===== config.mk =====
export PLATFORM = sky130hd
export DESIGN_NAME = gjgp_load_mem
export DESIGN_NICKNAME = d
export VERILOG_FILES = /design/src/design/gjgp_pkg.sv /design/src/design/gjgp_load_mem.sv
export SDC_FILE = /design/constraint.sdc
export NUM_CORES = 1
export LEC_CHECK = 0
export BUFFER_PORTS_ARGS = -buffer_cell sky130_fd_sc_hd__buf_2
export CAP_MARGIN = 20
export CORE_MARGIN = 2
export CORE_UTILIZATION = 45
export DETAILED_ROUTE_END_ITERATION = 8
export GPL_ROUTABILITY_DRIVEN = 0
export MAX_ROUTING_LAYER = met4
export PLACE_DENSITY = 0.68
export RECOVER_POWER = 100
export SLEW_MARGIN = 40
export SYNTH_ARGS = -nofsm -noshare
export SYNTH_HDL_FRONTEND = slang
export SYNTH_SLANG_ARGS = --single-unit

===== constraint.sdc =====
create_clock -name clk -period 15.87 [get_ports clk]
set_input_delay 2.3805 -clock clk [delete_from_list [all_inputs] [get_ports clk]]
set_output_delay 2.3805 -clock clk [all_outputs]
set_load 0.005 [all_outputs]

===== src/design/gjgp_pkg.sv =====
// Package for the greedy join group placer: payload structs, state encoding
// and the fixed widths and saturation limits of the cost arithmetic.
// Used by every module of the block; depends on nothing.
package gjgp_pkg;

  localparam int REC_W      = 10;
  localparam int LNODE_W    = 4;
  localparam int GROUP_SIZE = 8;
  localparam int GRP_IDX_W  = 3;
  localparam int MISS_W     = 4;
  localparam int NCFG_W     = 5;
  localparam int COEF_W     = 8;
  localparam int SIZE_W     = 16;
  localparam int JCOST_W    = 16;
  localparam int UNIT_W     = 24;
  localparam int REC_COST_W = 28;
  localparam int LOAD_W     = 31;
  localparam int COST_W     = 32;
  localparam int SUM_W      = 48;
  localparam int CFG_IDX_W  = 2;
  localparam int CFG_DATA_W = 16;

  localparam logic [LOAD_W-1:0] LOAD_MAX = {LOAD_W{1'b1}};
  localparam logic [SUM_W-1:0]  SUM_MAX  = {SUM_W{1'b1}};

  localparam logic [CFG_IDX_W-1:0] CFG_NODES_IN_USE   = 2'd0;
  localparam logic [CFG_IDX_W-1:0] CFG_SEND_COEF      = 2'd1;
  localparam logic [CFG_IDX_W-1:0] CFG_RECORD_SIZE    = 2'd2;
  localparam logic [CFG_IDX_W-1:0] CFG_JOIN_UNIT_COST = 2'd3;

  localparam logic OP_LOAD  = 1'b0;
  localparam logic OP_PLACE = 1'b1;

  typedef struct packed {
    logic               op;
    logic [REC_W-1:0]   rec_a;
    logic [REC_W-1:0]   rec_b;
    logic [REC_W-1:0]   rec_c;
    logic [REC_W-1:0]   rec_d;
    logic [REC_W-1:0]   rec_e;
    logic [REC_W-1:0]   rec_f;
    logic [REC_W-1:0]   rec_g;
    logic [REC_W-1:0]   rec_h;
    logic [LNODE_W-1:0] load_node;
    logic               load_present;
  } in_item_t;

  typedef struct packed {
    logic [LNODE_W-1:0] chosen_node;
    logic [LOAD_W-1:0]  added_overhead;
    logic [SUM_W-1:0]   sum_overhead;
    logic [LOAD_W-1:0]  max_shuffle_load;
    logic [LOAD_W-1:0]  max_join_load;
  } out_item_t;

  typedef enum logic [3:0] {
    ST_CLEAR,
    ST_IDLE,
    ST_LD_RD,
    ST_LD_WR,
    ST_PL_RD,
    ST_PL_WAIT,
    ST_SCORE,
    ST_PL_WR,
    ST_UPDATE,
    ST_OUT
  } state_t;

endpackage


===== src/design/gjgp_load_mem.sv =====
// Per-node planned shuffle and join loads, one write and one registered read
// port, with a valid bit per node so that unwritten nodes read as zero.
// Depends on gjgp_pkg.
module gjgp_load_mem
  import gjgp_pkg::*;
#(
  parameter int MAX_NODES = 16
) (
  input  logic                                          clk,
  input  logic                                          rst_n,
  input  logic [((MAX_NODES > 1) ? $clog2(MAX_NODES) : 1)-1:0] rd_addr,
  output logic [LOAD_W-1:0]                             rd_sh,
  output logic [LOAD_W-1:0]                             rd_jn,
  input  logic                                          wr_en,
  input  logic [((MAX_NODES > 1) ? $clog2(MAX_NODES) : 1)-1:0] wr_addr,
  input  logic [LOAD_W-1:0]                             wr_sh,
  input  logic [LOAD_W-1:0]                             wr_jn
);

  logic [LOAD_W-1:0]    sh_mem [MAX_NODES];
  logic [LOAD_W-1:0]    jn_mem [MAX_NODES];
  logic [MAX_NODES-1:0] vld_r;
  logic [LOAD_W-1:0]    rd_sh_r;
  logic [LOAD_W-1:0]    rd_jn_r;

  always_ff @(posedge clk) begin
    if (!rst_n) begin
      vld_r <= '0;
    end else if (wr_en) begin
      vld_r[wr_addr] <= 1'b1;
    end
  end

  always_ff @(posedge clk) begin
    if (wr_en) begin
      sh_mem[wr_addr] <= wr_sh;
      jn_mem[wr_addr] <= wr_jn;
    end
    rd_sh_r <= vld_r[rd_addr] ? sh_mem[rd_addr] : '0;
    rd_jn_r <= vld_r[rd_addr] ? jn_mem[rd_addr] : '0;
  end

  assign rd_sh = rd_sh_r;
  assign rd_jn = rd_jn_r;

endmodule


Word level (Yosys, flattened, before mapping). Memory sizes are Yosys's and may differ from the RTL's. A register that Yosys moved wholly into a read port is not among the register bits. Cells that the tools add are included.

Register bits: 16. Bits in writable memories: 992. Bits of input ports: 73. Output and inout bits: 62. Logic and storage cells: 16. Memories: 2.

Order comparisons: 3. Muxes and demuxes: 6. Bitwise logic cells: 1. Reductions and logical operators: 3.

Memory list: jn_mem (words 16, bits a word 31, read ports 1, clocked after memory_dff 1, wr ports 1, line gjgp_load_mem.sv:21) `logic [LOAD_W-1:0] jn_mem [MAX_NODES];`; sh_mem (words 16, bits a word 31, read ports 1, clocked after memory_dff 1, wr ports 1, line gjgp_load_mem.sv:20) `logic [LOAD_W-1:0] sh_mem [MAX_NODES];`.

Operator list (number): bitwise OR 16 bit (1); < comparator 4 x 5 -> 1 bit, second input constant (2); binary-select mux 1 bit (select 4 bit) (1); demux 1 bit (select 4 bit) (1); greater-or-equal comparator 4 x 1 -> 1 bit, second input constant (1); 2-to-1 mux 1 bit (4); logical NOT 1 bit (2); logical AND 1 bit (1).

Longest topological paths before layout.
Word-level depth: 5. Gate-level depth with buffers: 6. Mapped depth without buffers: 4.

Worst setup path before layout. OpenSTA, ideal clock, no wires.

Path type: input to register. Start point: in wr_addr[0] in the netlist's numbering. End point: mem jn_mem[0][0], enable pin. Setup time: 0.561 ns. Data arrival time: 7.161 ns. Slack: 8.147 ns. Stages: 2. Buffers on the path: 0. Cell sequence: or3b_2 > nor3_1.

RTL lines: start, declared (line gjgp_load_mem.sv:15) `input logic [((MAX_NODES > 1) ? $clog2(MAX_NODES) : 1)-1:0] wr_addr,`; end, declared (line gjgp_load_mem.sv:21).

No word-level cell before the write port.

Worst setup path after layout.
Start point: in rd_addr[0] in the netlist's numbering. End point: reg rd_jn_r[14] (netlist: rd_jn[14]) (read register of jn_mem).

Cells in the longest elaborated chain, start to end: 3.

RTL lines: start, declared (line gjgp_load_mem.sv:11) `input logic [((MAX_NODES > 1) ? $clog2(MAX_NODES) : 1)-1:0] rd_addr,`; binary-select mux 1 bit (select 4 bit) (line gjgp_load_mem.sv:40) `rd_jn_r <= vld_r[rd_addr] ? jn_mem[rd_addr] : '0;`; 2-to-1 mux 1 bit (implied by the code) (line gjgp_load_mem.sv:40); logical NOT 1 bit (no source line); end, declared (line gjgp_load_mem.sv:24) `logic [LOAD_W-1:0] rd_jn_r;`.

Several ways; a longest one is shown, not always the timed one. The select of a mux whose other input is x is not followed. A chain may end at the register's enable or synchronous reset.

==> metrics.cfg <==
[placement]
dp_cells = 2871
portBuffers = 134
hpwl_um = 42700

[power_and_ir_drop]
combPwrFrac = 0.040
p_leak_nw = 13.6
power.share.clock = 0.421
max-vdd-ir-drop_mv = 0.0861
p_seq_frac = 0.539
switchingPower_mw = 1.16
intPower_mw = 4.70
switching_share = 0.198
powerDensity_nw_per_um2 = 132

[floorplanning]
start_util = 0.456
die_h_um = 298
ios = 135
row_count = 107
chipWidth_um = 298
dieArea_um2 = 88900
core_um2 = 85400

[synth]
yosys_warnings = 0
ys_async_sr_fraction = 0
synth_cell_types = 21
syn_nets = 1718
netlist_instances = 1645
syn_area_um2 = 39000
ys_ff_latch = 1070
ys_seq_area_frac = 0.805
synth_flop_cell = edfxtp_1
synth_edf_count = 992
synth_area_per_cell_um2 = 23.7

[min_path]
hold_path.class = reg2reg
min_path_cells = 1
whs_endpoint = vld_r[4]$_SDFFE_PN0P_
hp-start = vld_r[4]$_SDFFE_PN0P_

[clock_network]
numCtsBuffers = 99
clock-sinks = 1070
cts_buffer_depth = 3
cts_hold_buffers = 0
cts.clk_slew.worst_paths_ns = 0.06
cts_tree = built
cts_root_buffer = clkbuf_16
htreeDepth = 3
clk_latency_ns = 0.65
cts_setup_buffers = 0
cts_resized = 0

[sta]
drv_slew = 996
relSlewSlack = -1.90
rsz0062_at_grt = false
finalSetupTns_ns = 0
period_share = 0.589
skew_ns = 0.0158
finalCriticalPeriod_ns = 9.35
setup_violations = 0
worst-slew-pin-transition_ns = 4.35
max_freq_mhz = 107
finalHoldViolations = 0

[run]
maxCapViolations = 28

[grt]
track_usage = 0.202
grt_max_degree = 94
grt_pass1_vias = 18700
antenna_found_initial = 8
grt_first_pass_wirelength_um = 127000
gr-total-overflow = 0

[critical_path]
r2r-end = rd_jn[14]$_SDFF_PN0_
end_kind = flip-flop
reg2reg_depth = 6
r2r_start = vld_r[13]$_SDFFE_PN0P_
crit_required_ns = 16.35
cp.arrival_ns = 9.83
start_kind = input port
rrSetupSlack_ns = 12.61
critPathKind = in2reg
crit_fanout = 36

[final_layout]
final_common_cell = edfxtp_1
final_cell_mix = edfxtp_1, mux4_2, clkbuf_1
drive_above_1_share = 0.237
fin_cells = 3069
nets = 1904
areaGrowthSynthToFinish_pct = 13.6

[route]
antenna_left = 0
routed_wl_um = 86500
vias = 18000
first_pass_iters = 8
drtIter0Drc = 2078
avgViaCountPerCell = 5.86
avgRoutedWirePerCell_um = 28.2
drc = 2

[outcome]
status = finished with violations
violations = design-rule violations, max-capacitance violations, max-slew violations

-- final cells by class --
class | count | area [µm²]
multi-input combinational | 484 | 7220
clock buffer | 138 | 2800
fill | 6596 | 41100
clock inverter | 50 | 647
tap | 1144 | 1430
antenna | 7 | 17.5
timing repair buffer | 176 | 805
sequential | 1070 | 31400
-- cells in the mapped netlist (4+ instances only) --
cell type,n,share of area
a22oi_1,124,0.024
buf_1,8,0.00077
clkbuf_1,45,0.0043
nor3_1,4,0.00051
nor2_1,13,0.0013
dfxtp_1,78,0.040
edfxtp_1,992,0.76
buf_2,30,0.0039
mux4_2,252,0.15
o21a_1,16,0.0031
buf_4,8,0.0015
a21oi_1,62,0.0080
-- state kept, by name, indices dropped and copies added (netlist names) --
register	cells
rd_jn	31
vld_r	16
jn_mem	496
sh_mem	496
rd_sh	31
-- cells by family after synthesis --
kind of cell | count (synthesis) | synth area share
buf+inv | 91 | 0.0105
mux | 252 | 0.146
compound gates | 204 | 0.0354
simple gates | 28 | 0.00369
flops | 1070 | 0.805
-- layer usage --
layer  track usage  share of wire  up-vias
met5             -              0        -
li1              -              -     7450
met3        0.0434          0.085      118
met2         0.314           0.48      758
met1         0.276           0.41     9664
met4        0.0506          0.019        0
-- worst max-delay path by stage --
stage / start / endpoint / slack, ns / cells after the start
floorplan: wr_addr[0] / jn_mem[0][0]$_DFFE_PP_ / 8.15 / 2
global placement: rd_addr[0] / rd_sh[28]$_SDFF_PN0_ / 10.04 / 6
detailed placement: rd_addr[0] / rd_sh[2]$_SDFF_PN0_ / 10.25 / 6
CTS: rd_addr[0] / rd_sh[2]$_SDFF_PN0_ / 10.94 / 6
global route: rd_addr[0] / rd_jn[14]$_SDFF_PN0_ / 5.73 / 8
finish: rd_addr[0] / rd_jn[14]$_SDFF_PN0_ / 6.52 / 8
-- critical path, stage by stage --
cell,delay [ns]
clkbuf_1,1.80
clkbuf_1,2.51
mux4_2,0.75
a22o_1,0.26
nor2_1,0.25
clkbuf_1,0.85
clkbuf_1,0.81
a21oi_1,0.11
-- power groups by stage --
stage                     logic, mW  registers (mW)  clock network (mW)
after CTS                     0.244            3.15                2.51
after global placement        0.233            3.21                   0
after floorplan               0.146            3.21                   0
after detailed placement      0.243            3.21                   0
final                         0.235            3.15                2.47
after global routing          0.254            3.16                2.62
-- per-stage QoR --
step                      power [mW]  instance area [µm²]  setup WS (ns)  hold WS, ns  utilization
after CTS                       5.90                44700          10.94        0.467        0.524
after detailed placement        3.45                41300          10.25        0.449        0.483
final                           5.86                44300           6.52        0.468        0.518
after floorplan                 3.35                39000           8.15        0.435            -
after global placement          3.44                41100          10.04        0.444        0.481
after global routing            6.03                44300           5.73        0.479        0.518
No activity file was read; power rests on OpenSTA's default activity.
