===== src/design/gjgp_pkg.sv =====
// Package for the greedy join group placer: payload structs, state encoding
// and the fixed widths and saturation limits of the cost arithmetic.
// Used by every module of the block; depends on nothing.
package gjgp_pkg;

  localparam int REC_W      = 10;
  localparam int LNODE_W    = 4;
  localparam int GROUP_SIZE = 8;
  localparam int GRP_IDX_W  = 3;
  localparam int MISS_W     = 4;
  localparam int NCFG_W     = 5;
  localparam int COEF_W     = 8;
  localparam int SIZE_W     = 16;
  localparam int JCOST_W    = 16;
  localparam int UNIT_W     = 24;
  localparam int REC_COST_W = 28;
  localparam int LOAD_W     = 31;
  localparam int COST_W     = 32;
  localparam int SUM_W      = 48;
  localparam int CFG_IDX_W  = 2;
  localparam int CFG_DATA_W = 16;

  localparam logic [LOAD_W-1:0] LOAD_MAX = {LOAD_W{1'b1}};
  localparam logic [SUM_W-1:0]  SUM_MAX  = {SUM_W{1'b1}};

  localparam logic [CFG_IDX_W-1:0] CFG_NODES_IN_USE   = 2'd0;
  localparam logic [CFG_IDX_W-1:0] CFG_SEND_COEF      = 2'd1;
  localparam logic [CFG_IDX_W-1:0] CFG_RECORD_SIZE    = 2'd2;
  localparam logic [CFG_IDX_W-1:0] CFG_JOIN_UNIT_COST = 2'd3;

  localparam logic OP_LOAD  = 1'b0;
  localparam logic OP_PLACE = 1'b1;

  typedef struct packed {
    logic               op;
    logic [REC_W-1:0]   rec_a;
    logic [REC_W-1:0]   rec_b;
    logic [REC_W-1:0]   rec_c;
    logic [REC_W-1:0]   rec_d;
    logic [REC_W-1:0]   rec_e;
    logic [REC_W-1:0]   rec_f;
    logic [REC_W-1:0]   rec_g;
    logic [REC_W-1:0]   rec_h;
    logic [LNODE_W-1:0] load_node;
    logic               load_present;
  } in_item_t;

  typedef struct packed {
    logic [LNODE_W-1:0] chosen_node;
    logic [LOAD_W-1:0]  added_overhead;
    logic [SUM_W-1:0]   sum_overhead;
    logic [LOAD_W-1:0]  max_shuffle_load;
    logic [LOAD_W-1:0]  max_join_load;
  } out_item_t;

  typedef enum logic [3:0] {
    ST_CLEAR,
    ST_IDLE,
    ST_LD_RD,
    ST_LD_WR,
    ST_PL_RD,
    ST_PL_WAIT,
    ST_SCORE,
    ST_PL_WR,
    ST_UPDATE,
    ST_OUT
  } state_t;

endpackage


===== src/design/gjgp_score_unit.sv =====
// Shared node scoring unit: a three-stage pipeline that scores one node per
// cycle and keeps the best node, its cost and its new loads.
// Depends on gjgp_pkg; reads node loads through gjgp_load_mem.
module gjgp_score_unit
  import gjgp_pkg::*;
#(
  parameter int MAX_NODES = 16
) (
  input  logic                                          clk,
  input  logic                                          rst_n,
  input  logic                                          start,
  input  logic [$clog2(MAX_NODES+1)-1:0]                n_eff,
  input  logic [GROUP_SIZE-1:0][MAX_NODES-1:0]          rows,
  input  logic [UNIT_W-1:0]                             unit_cost,
  input  logic [JCOST_W-1:0]                            join_unit,
  input  logic [LOAD_W-1:0]                             max_sh,
  input  logic [LOAD_W-1:0]                             max_jn,
  output logic [((MAX_NODES > 1) ? $clog2(MAX_NODES) : 1)-1:0] ld_addr,
  input  logic [LOAD_W-1:0]                             ld_sh,
  input  logic [LOAD_W-1:0]                             ld_jn,
  output logic                                          done,
  output logic [((MAX_NODES > 1) ? $clog2(MAX_NODES) : 1)-1:0] win_node,
  output logic [COST_W-1:0]                             win_cost,
  output logic [LOAD_W-1:0]                             best_sh,
  output logic [LOAD_W-1:0]                             best_jn
);

  localparam int NODE_W = (MAX_NODES > 1) ? $clog2(MAX_NODES) : 1;
  localparam int NCNT_W = $clog2(MAX_NODES + 1);

  logic              busy_r;
  logic [NCNT_W-1:0] iss_r;
  logic [NODE_W-1:0] node0;
  logic              last0;
  logic [MISS_W-1:0] miss0;
  logic [REC_COST_W-1:0] cost0;

  logic                  v1_r;
  logic                  last1_r;
  logic [NODE_W-1:0]     node1_r;
  logic [REC_COST_W-1:0] cost1_r;

  logic [COST_W-1:0] sum_sh1;
  logic [COST_W-1:0] sum_jn1;
  logic [LOAD_W-1:0] sh1;
  logic [LOAD_W-1:0] jn1;

  logic              v2_r;
  logic              last2_r;
  logic [NODE_W-1:0] node2_r;
  logic [LOAD_W-1:0] sh2_r;
  logic [LOAD_W-1:0] jn2_r;
  logic [LOAD_W-1:0] ds2_r;
  logic [LOAD_W-1:0] dj2_r;
  logic [COST_W-1:0] ov2;
  logic              take2;

  logic              done_r;
  logic [NODE_W-1:0] win_node_r;
  logic [COST_W-1:0] win_cost_r;
  logic [LOAD_W-1:0] best_sh_r;
  logic [LOAD_W-1:0] best_jn_r;

  assign node0 = NODE_W'(iss_r);
  assign last0 = (iss_r == n_eff - NCNT_W'(1));

  always_comb begin
    miss0 = '0;
    for (int k = 0; k < GROUP_SIZE; k++) begin
      if (!rows[k][node0]) begin
        miss0 = miss0 + MISS_W'(1);
      end
    end
  end

  assign cost0   = REC_COST_W'(miss0) * REC_COST_W'(unit_cost);
  assign ld_addr = node0;

  assign sum_sh1 = COST_W'(ld_sh) + COST_W'(cost1_r);
  assign sum_jn1 = COST_W'(ld_jn) + COST_W'(join_unit);
  assign sh1     = (sum_sh1 > COST_W'(LOAD_MAX)) ? LOAD_MAX : sum_sh1[LOAD_W-1:0];
  assign jn1     = (sum_jn1 > COST_W'(LOAD_MAX)) ? LOAD_MAX : sum_jn1[LOAD_W-1:0];

  assign ov2   = COST_W'(ds2_r) + COST_W'(dj2_r);
  assign take2 = v2_r && ((node2_r == '0) || (ov2 < win_cost_r));

  always_ff @(posedge clk) begin
    if (!rst_n) begin
      busy_r  <= 1'b0;
      iss_r   <= '0;
      v1_r    <= 1'b0;
      last1_r <= 1'b0;
      v2_r    <= 1'b0;
      last2_r <= 1'b0;
      done_r  <= 1'b0;
    end else begin
      if (start) begin
        busy_r <= 1'b1;
        iss_r  <= '0;
      end else if (busy_r) begin
        iss_r <= iss_r + NCNT_W'(1);
        if (last0) begin
          busy_r <= 1'b0;
        end
      end
      v1_r    <= busy_r;
      last1_r <= busy_r && last0;
      v2_r    <= v1_r;
      last2_r <= v1_r && last1_r;
      done_r  <= v2_r && last2_r;
    end
  end

  always_ff @(posedge clk) begin
    node1_r <= node0;
    cost1_r <= cost0;
    node2_r <= node1_r;
    sh2_r   <= sh1;
    jn2_r   <= jn1;
    ds2_r   <= (sh1 > max_sh) ? (sh1 - ld_sh) : '0;
    dj2_r   <= (jn1 > max_jn) ? (jn1 - ld_jn) : '0;
    if (take2) begin
      win_node_r <= node2_r;
      win_cost_r <= ov2;
      best_sh_r  <= sh2_r;
      best_jn_r  <= jn2_r;
    end
  end

  assign done     = done_r;
  assign win_node = win_node_r;
  assign win_cost = win_cost_r;
  assign best_sh  = best_sh_r;
  assign best_jn  = best_jn_r;

endmodule


===== config.mk =====
export PLATFORM = sky130hd
export DESIGN_NAME = gjgp_score_unit
export DESIGN_NICKNAME = d
export VERILOG_FILES = /design/src/design/gjgp_pkg.sv /design/src/design/gjgp_score_unit.sv
export SDC_FILE = /design/constraint.sdc
export NUM_CORES = 1
export LEC_CHECK = 0
export ABC_CLOCK_PERIOD_IN_PS = 13200
export BUFFER_PORTS_ARGS = -buffer_cell sky130_fd_sc_hd__buf_4
export CAP_MARGIN = 20
export CORE_MARGIN = 8
export CORE_UTILIZATION = 30
export CTS_BUF_LIST = sky130_fd_sc_hd__clkbuf_4 sky130_fd_sc_hd__clkbuf_8 sky130_fd_sc_hd__clkbuf_16
export CTS_CLUSTER_SIZE = 8
export DETAILED_ROUTE_END_ITERATION = 10
export GPL_TIMING_DRIVEN = 0
export PLACE_DENSITY_LB_ADDON = 0.1
export RECOVER_POWER = 25
export SYNTH_ARGS = -nofsm -noshare
export SYNTH_HDL_FRONTEND = slang
export SYNTH_SLANG_ARGS = --single-unit

===== constraint.sdc =====
create_clock -name clk -period 13.2 [get_ports clk]
set_input_delay 2.64 -clock clk [delete_from_list [all_inputs] [get_ports clk]]
set_output_delay 2.64 -clock clk [all_outputs]
set_load 0.01 [all_outputs]

# == Word level (Yosys, flattened, before mapping) ==
# Cells that the tools add are included.
# totals
regBits,269
in_bits,300
# classes
add_sub_neg,14
mul,1
n_lt_le_gt_ge,6
n_eq_ne,1
n_mux,29
n_bitwise,1
n_reduce_logical,7
# ops
operator,count
$gt 32x31->1 const B,2
$gt 31x31->1,2
$mux 31,2
$sub 31x31->31,2
$add 31x16->32,1
$add 31x28->32,1
$add 31x31->32,1
$bmux 1 s4,8
$lt 32x32->1,1
$add 4x1->4 const B,7
$mul 4x24->28,1
$mux 4,7
$mux 1,12
$add 5x1->5 const B,1
$eq 5x5->1,1
$lt 4x5->1 const B,1
$sub 5x1->5 const B,1
$logic_and 1x1->1,4
$logic_not 4->1,1
$reduce_or 2->1,1
$logic_or 1x1->1,1
$not 1->1,1

# == Logic depth before layout (Yosys ltp) ==
# depth
depth_word,18
ltp_mapped,42
ltp_nobuf,37

# == Worst setup path before layout ==
# OpenSTA, ideal clock, no wires.
# synth_path
path_kind,input to register
from,in rows[7] (netlist name)
to,reg cost1_r[27]
setup_time_ns,0.123
t_arrival_ns,10.785
required_ns,13.077
setup_slack_ns,2.292
path_stages,36
cell_sequence,mux4_2 -> mux4_2 -> inv_1 -> ha_1 -> xnor2_2 -> ha_1 -> xnor2_1 -> mux2i_1 -> xnor2_1 -> mux2_2 -> inv_1 -> ha_1 -> xnor2_1 -> nor3_1 -> a211oi_1 -> ha_1 -> nor2b_1 -> xnor2_1 -> xnor2_1 -> clkbuf_1 -> nand2_1 -> fa_1 -> inv_1 -> fa_1 -> ha_1 -> a211o_1 -> a211o_1 -> a221oi_1 -> o21ai_0 -> o21a_1 -> a41o_1 -> nor4_1 -> nor3_1 -> a211oi_1 -> a21oi_1 -> xor2_1
# synth_between
elab_chain_len,18
# synth_lines
element,line_no,text
"start, declared",gjgp_score_unit.sv:13,"input logic [GROUP_SIZE-1:0][MAX_NODES-1:0] rows,"
$bmux 1 s4 (*),gjgp_score_unit.sv:70,if (!rows[k][node0]) begin
$mux 1 (not written as such) (*),gjgp_score_unit.sv:70,
$mux 1 (*),gjgp_score_unit.sv:70,
$add 4x1->4,gjgp_score_unit.sv:71,miss0 = miss0 + MISS_W'(1);
$mux 4 (*),gjgp_score_unit.sv:70,
$add 4x1->4,gjgp_score_unit.sv:71,
$mux 4 (*),gjgp_score_unit.sv:70,
$add 4x1->4,gjgp_score_unit.sv:71,
[3 not listed],--,
$add 4x1->4,gjgp_score_unit.sv:71,
$mux 4 (*),gjgp_score_unit.sv:70,
$add 4x1->4,gjgp_score_unit.sv:71,
$mux 4 (*),gjgp_score_unit.sv:70,
$add 4x1->4,gjgp_score_unit.sv:71,
$mux 4 (*),gjgp_score_unit.sv:70,
$mul 4x24->28 (*),gjgp_score_unit.sv:76,assign cost0 = REC_COST_W'(miss0) * REC_COST_W'(unit_cost);
net cost0[27],gjgp_score_unit.sv:36,logic [REC_COST_W-1:0] cost0;
"end signal, assigned",gjgp_score_unit.sv:116,cost1_r <= cost0;
"end, declared",gjgp_score_unit.sv:41,logic [REC_COST_W-1:0] cost1_r;
# The timed path passes the listed nets; every way through them passes the cells marked *. The select of a mux whose other input is x is not followed.
# A chain may end at the register's enable or synchronous reset.

# == Worst setup path after layout ==
# Ends and elaborated chain as after synthesis.

==> qor.yml <==
outcome: "complete, no violations"
die_h_um: 280
gp_congestion: 0.856
drive_gt1_share_pct: 20.4
arrival_ns: 12.52
cp-startpoint: "rows[7]"
cts_resized: 0
postSynthAreaPerCell_um2: 9.22
min_period_over_period_pct: 91.6
clock-sinks: 269
reg2reg_from: "iss_r[1]$_SDFFE_PP0P_"
synthArstFlopShare_pct: 0
grt_max_degree: 28
post-route-drc-count: 0
cp.buffers_inverters: 5
crit_family: "adder cells"
endpoint: "cost1_r[27]$_DFF_P_"
fmax_mhz: 82.7
p_leak_nw: 12.7
grt_first_pass_wirelength_mm: 101
hp-class: "reg2reg"
drtIter0Drc: 628
synth_top_area_share_pct: 16.3
seqCellArea_um2: 6370
boundaryPins: 403
cpPeakStageDelay_ns: 0.69
synth_top_cell_by_area: "dfxtp_1"
drt_pre_antenna_iters: 5
rr_worst_depth: 40
clockRootBuffer: "clkbuf_16"
cap_viol_max_count: 0
multi_input_area_um2: 13300
cp_num_cells: 37
ant_nets: 0
cp_slowest_cell: "xnor2_1"
final_nets: 3334
vias: 17400
synthToLayoutAreaGrowth_pct: 26.7
core_area_um2: 69500
grt-ovfl-total: 0
rsz0062_at_grt: "false"
reg2reg_slack_ns: 1.51
cellPowerDensity_nw_per_um2: 236
die_w_um: 280
synth.distinct_cells: 84
finalWirelength_mm: 66.1
die_area_um2: 78500
synth_seq_cells: 269
synth-edff-count: 98
viasPerCell: 4.70
place_hpwl_mm: 55.8
tightest_slew_ns: 0.849
syn_nets: 2885
postCtsSetupRepairBufs: 0
fillCellCount: 7067
grt_usage_pct: 16.3
start_kind: "input port"
yosys_warnings: 0
final_hold_viol_count: 0
wl_per_cell_um: 17.9
synth_cells: 2271
htree_levels: 2
clockBufferDepth: 3
std_cell_rows: 97
cp_max_fo: 10
grt_pass1_vias: 18400
worst_clock_skew_ns: 0.0225
cp-end-kind: "register"
required_ns: 13.63
reg2reg_to: "cost1_r[27]$_DFF_P_"
syn-cell-area_um2: 20900
clk_latency_ns: 0.56
slew_violations: 0
relSlewSlack_pct: 43.0
worstSetupPathType: "in2reg"
antenna_found_initial: 9
synth_ff_type: "dfxtp_1"
ys_seq_area_share_pct: 30.4
numCtsBuffers: 41
ctsHoldBuffers: 0
post-route-util_pct: 38.2
synthTopCellsByArea: "dfxtp_1 (16%), ha_1 (16%), edfxtp_1 (14%)"
irDropWorstVdd_v: 0.000134
io_buffers: 401
setup_violations: 0
cts_tree: "done"
start_util_pct: 30.1
fin_crit_ns: 12.09
cts.clk_slew.worst_paths_ns: 0.06
tns_ns: 0
[routing by layer]
layer | GRT usage [%] | vias to the layer above | part of all wire [%]
met4 | 5.72 | 12 | 3.4
met2 | 28.3 | 365 | 48
met1 | 19.8 | 8016 | 43
met5 | 0 | - | 0.13
met3 | 3.41 | 108 | 5.4
li1 | - | 8852 | -
[placed cells by master (no fill, tap or decap), types with 9 or more instances in the layout]
cell type  instances
buf_4            396
inv_1            282
ha_1             265
dfxtp_1          171
nand2_1          168
a21oi_1          159
nor2_1           149
xnor2_1          100
edfxtp_1          98
o21ai_0           91
a21o_1            85
and2_1            62
xor2_1            59
fa_1              49
nand3_1           43
clkbuf_16         43
clkbuf_1          40
nand2b_1          33
nor3_1            32
nor2b_1           32
nand4_1           28
o21bai_1          27
a211oi_1          26
mux4_2            26
o21a_1            25
clkbuf_4          25
and3_1            21
and2_4            18
a31oi_1           13
mux2i_1           11
mux4_1            10
nor4_1            10
or3_1              9
[logic make-up (layout without fill, tap and decap cells)]
family,after synthesis,in the layout,synth area share (%)
adder cells (fa/ha/maj),314,314,20.5
AO/OA/AOI/OAI,499,499,15.3
multiplexers,57,57,5.22
buffers and inverters,329,809,6.20
other,0,3,0
flip-flops,269,269,30.4
XOR/XNOR,163,163,6.99
AND/OR/NAND/NOR,640,640,15.3
[per-stage QoR]
step                      power, mW  worst slack, ns  area, um^2  hold slack [ns]  cells
after CTS                      6.37             1.03       26600            0.324   3691
after global placement         5.20            -2.46       25100            0.312   3612
final                          6.27             1.11       26500            0.324   3694
after global routing           6.95            0.482       26500            0.329   3691
after detailed placement       5.24            0.485       25200            0.313   3617
after floorplan                4.20             2.29       20900            0.310   2271
[synth_stat cells, drive strengths merged, types with 33 or more instances]
master	instances
ha	265
inv	283
dfxtp	171
nand3	43
xor2	60
and2	81
edfxtp	98
xnor2	102
o21ai	94
nand2b	33
a21oi	160
nand2	168
nor2	150
mux4	36
a21o	85
fa	49
[cell type report]
class | count | share of cell area [%]
Inverter | 283 | 4.00
Timing Repair Buffer | 406 | 11.5
Antenna cell | 3 | 0.0283
Clock buffer | 71 | 4.92
Sequential cell | 269 | 24.0
Clock inverter | 3 | 0.0754
Buffer | 46 | 0.891
Tap cell | 940 | 4.43
Multi-Input combinational cell | 1673 | 50.1
[where the power goes]
part	switching (mW)	internal (mW)	total, mW	leakage [nW]
registers	0.0677	1.10	1.17	2.32
logic	2.35	1.69	4.04	9.75
clock network	0.390	0.668	1.06	0.673
total	2.81	3.47	6.27	12.7
[sequential cells by signal (all words and copies together), names as in the netlist]
signal    count
v2_r          1
best_sh      31
iss_r         5
ds2_r        31
win_node      4
done          1
dj2_r        31
last2_r       1
busy_r        1
jn2_r        31
node1_r       4
v1_r          1
node2_r       4
best_jn      31
win_cost     32
cost1_r      28
last1_r       1
sh2_r        31
[how the worst min path moves through the flow]
stage | cells past startpoint | to | slack, ns | from
final | 0 | node2_r[1]$_DFF_P_ | 0.32 | node1_r[1]$_DFF_P_
after global routing | 0 | node2_r[0]$_DFF_P_ | 0.33 | node1_r[0]$_DFF_P_
after CTS | 0 | node2_r[1]$_DFF_P_ | 0.32 | node1_r[1]$_DFF_P_
after detailed placement | 0 | node2_r[1]$_DFF_P_ | 0.31 | node1_r[1]$_DFF_P_
after global placement | 0 | node2_r[2]$_DFF_P_ | 0.31 | node1_r[2]$_DFF_P_
after floorplan | 0 | node2_r[0]$_DFF_P_ | 0.31 | node1_r[0]$_DFF_P_
(Power assumes the default switching activity.)
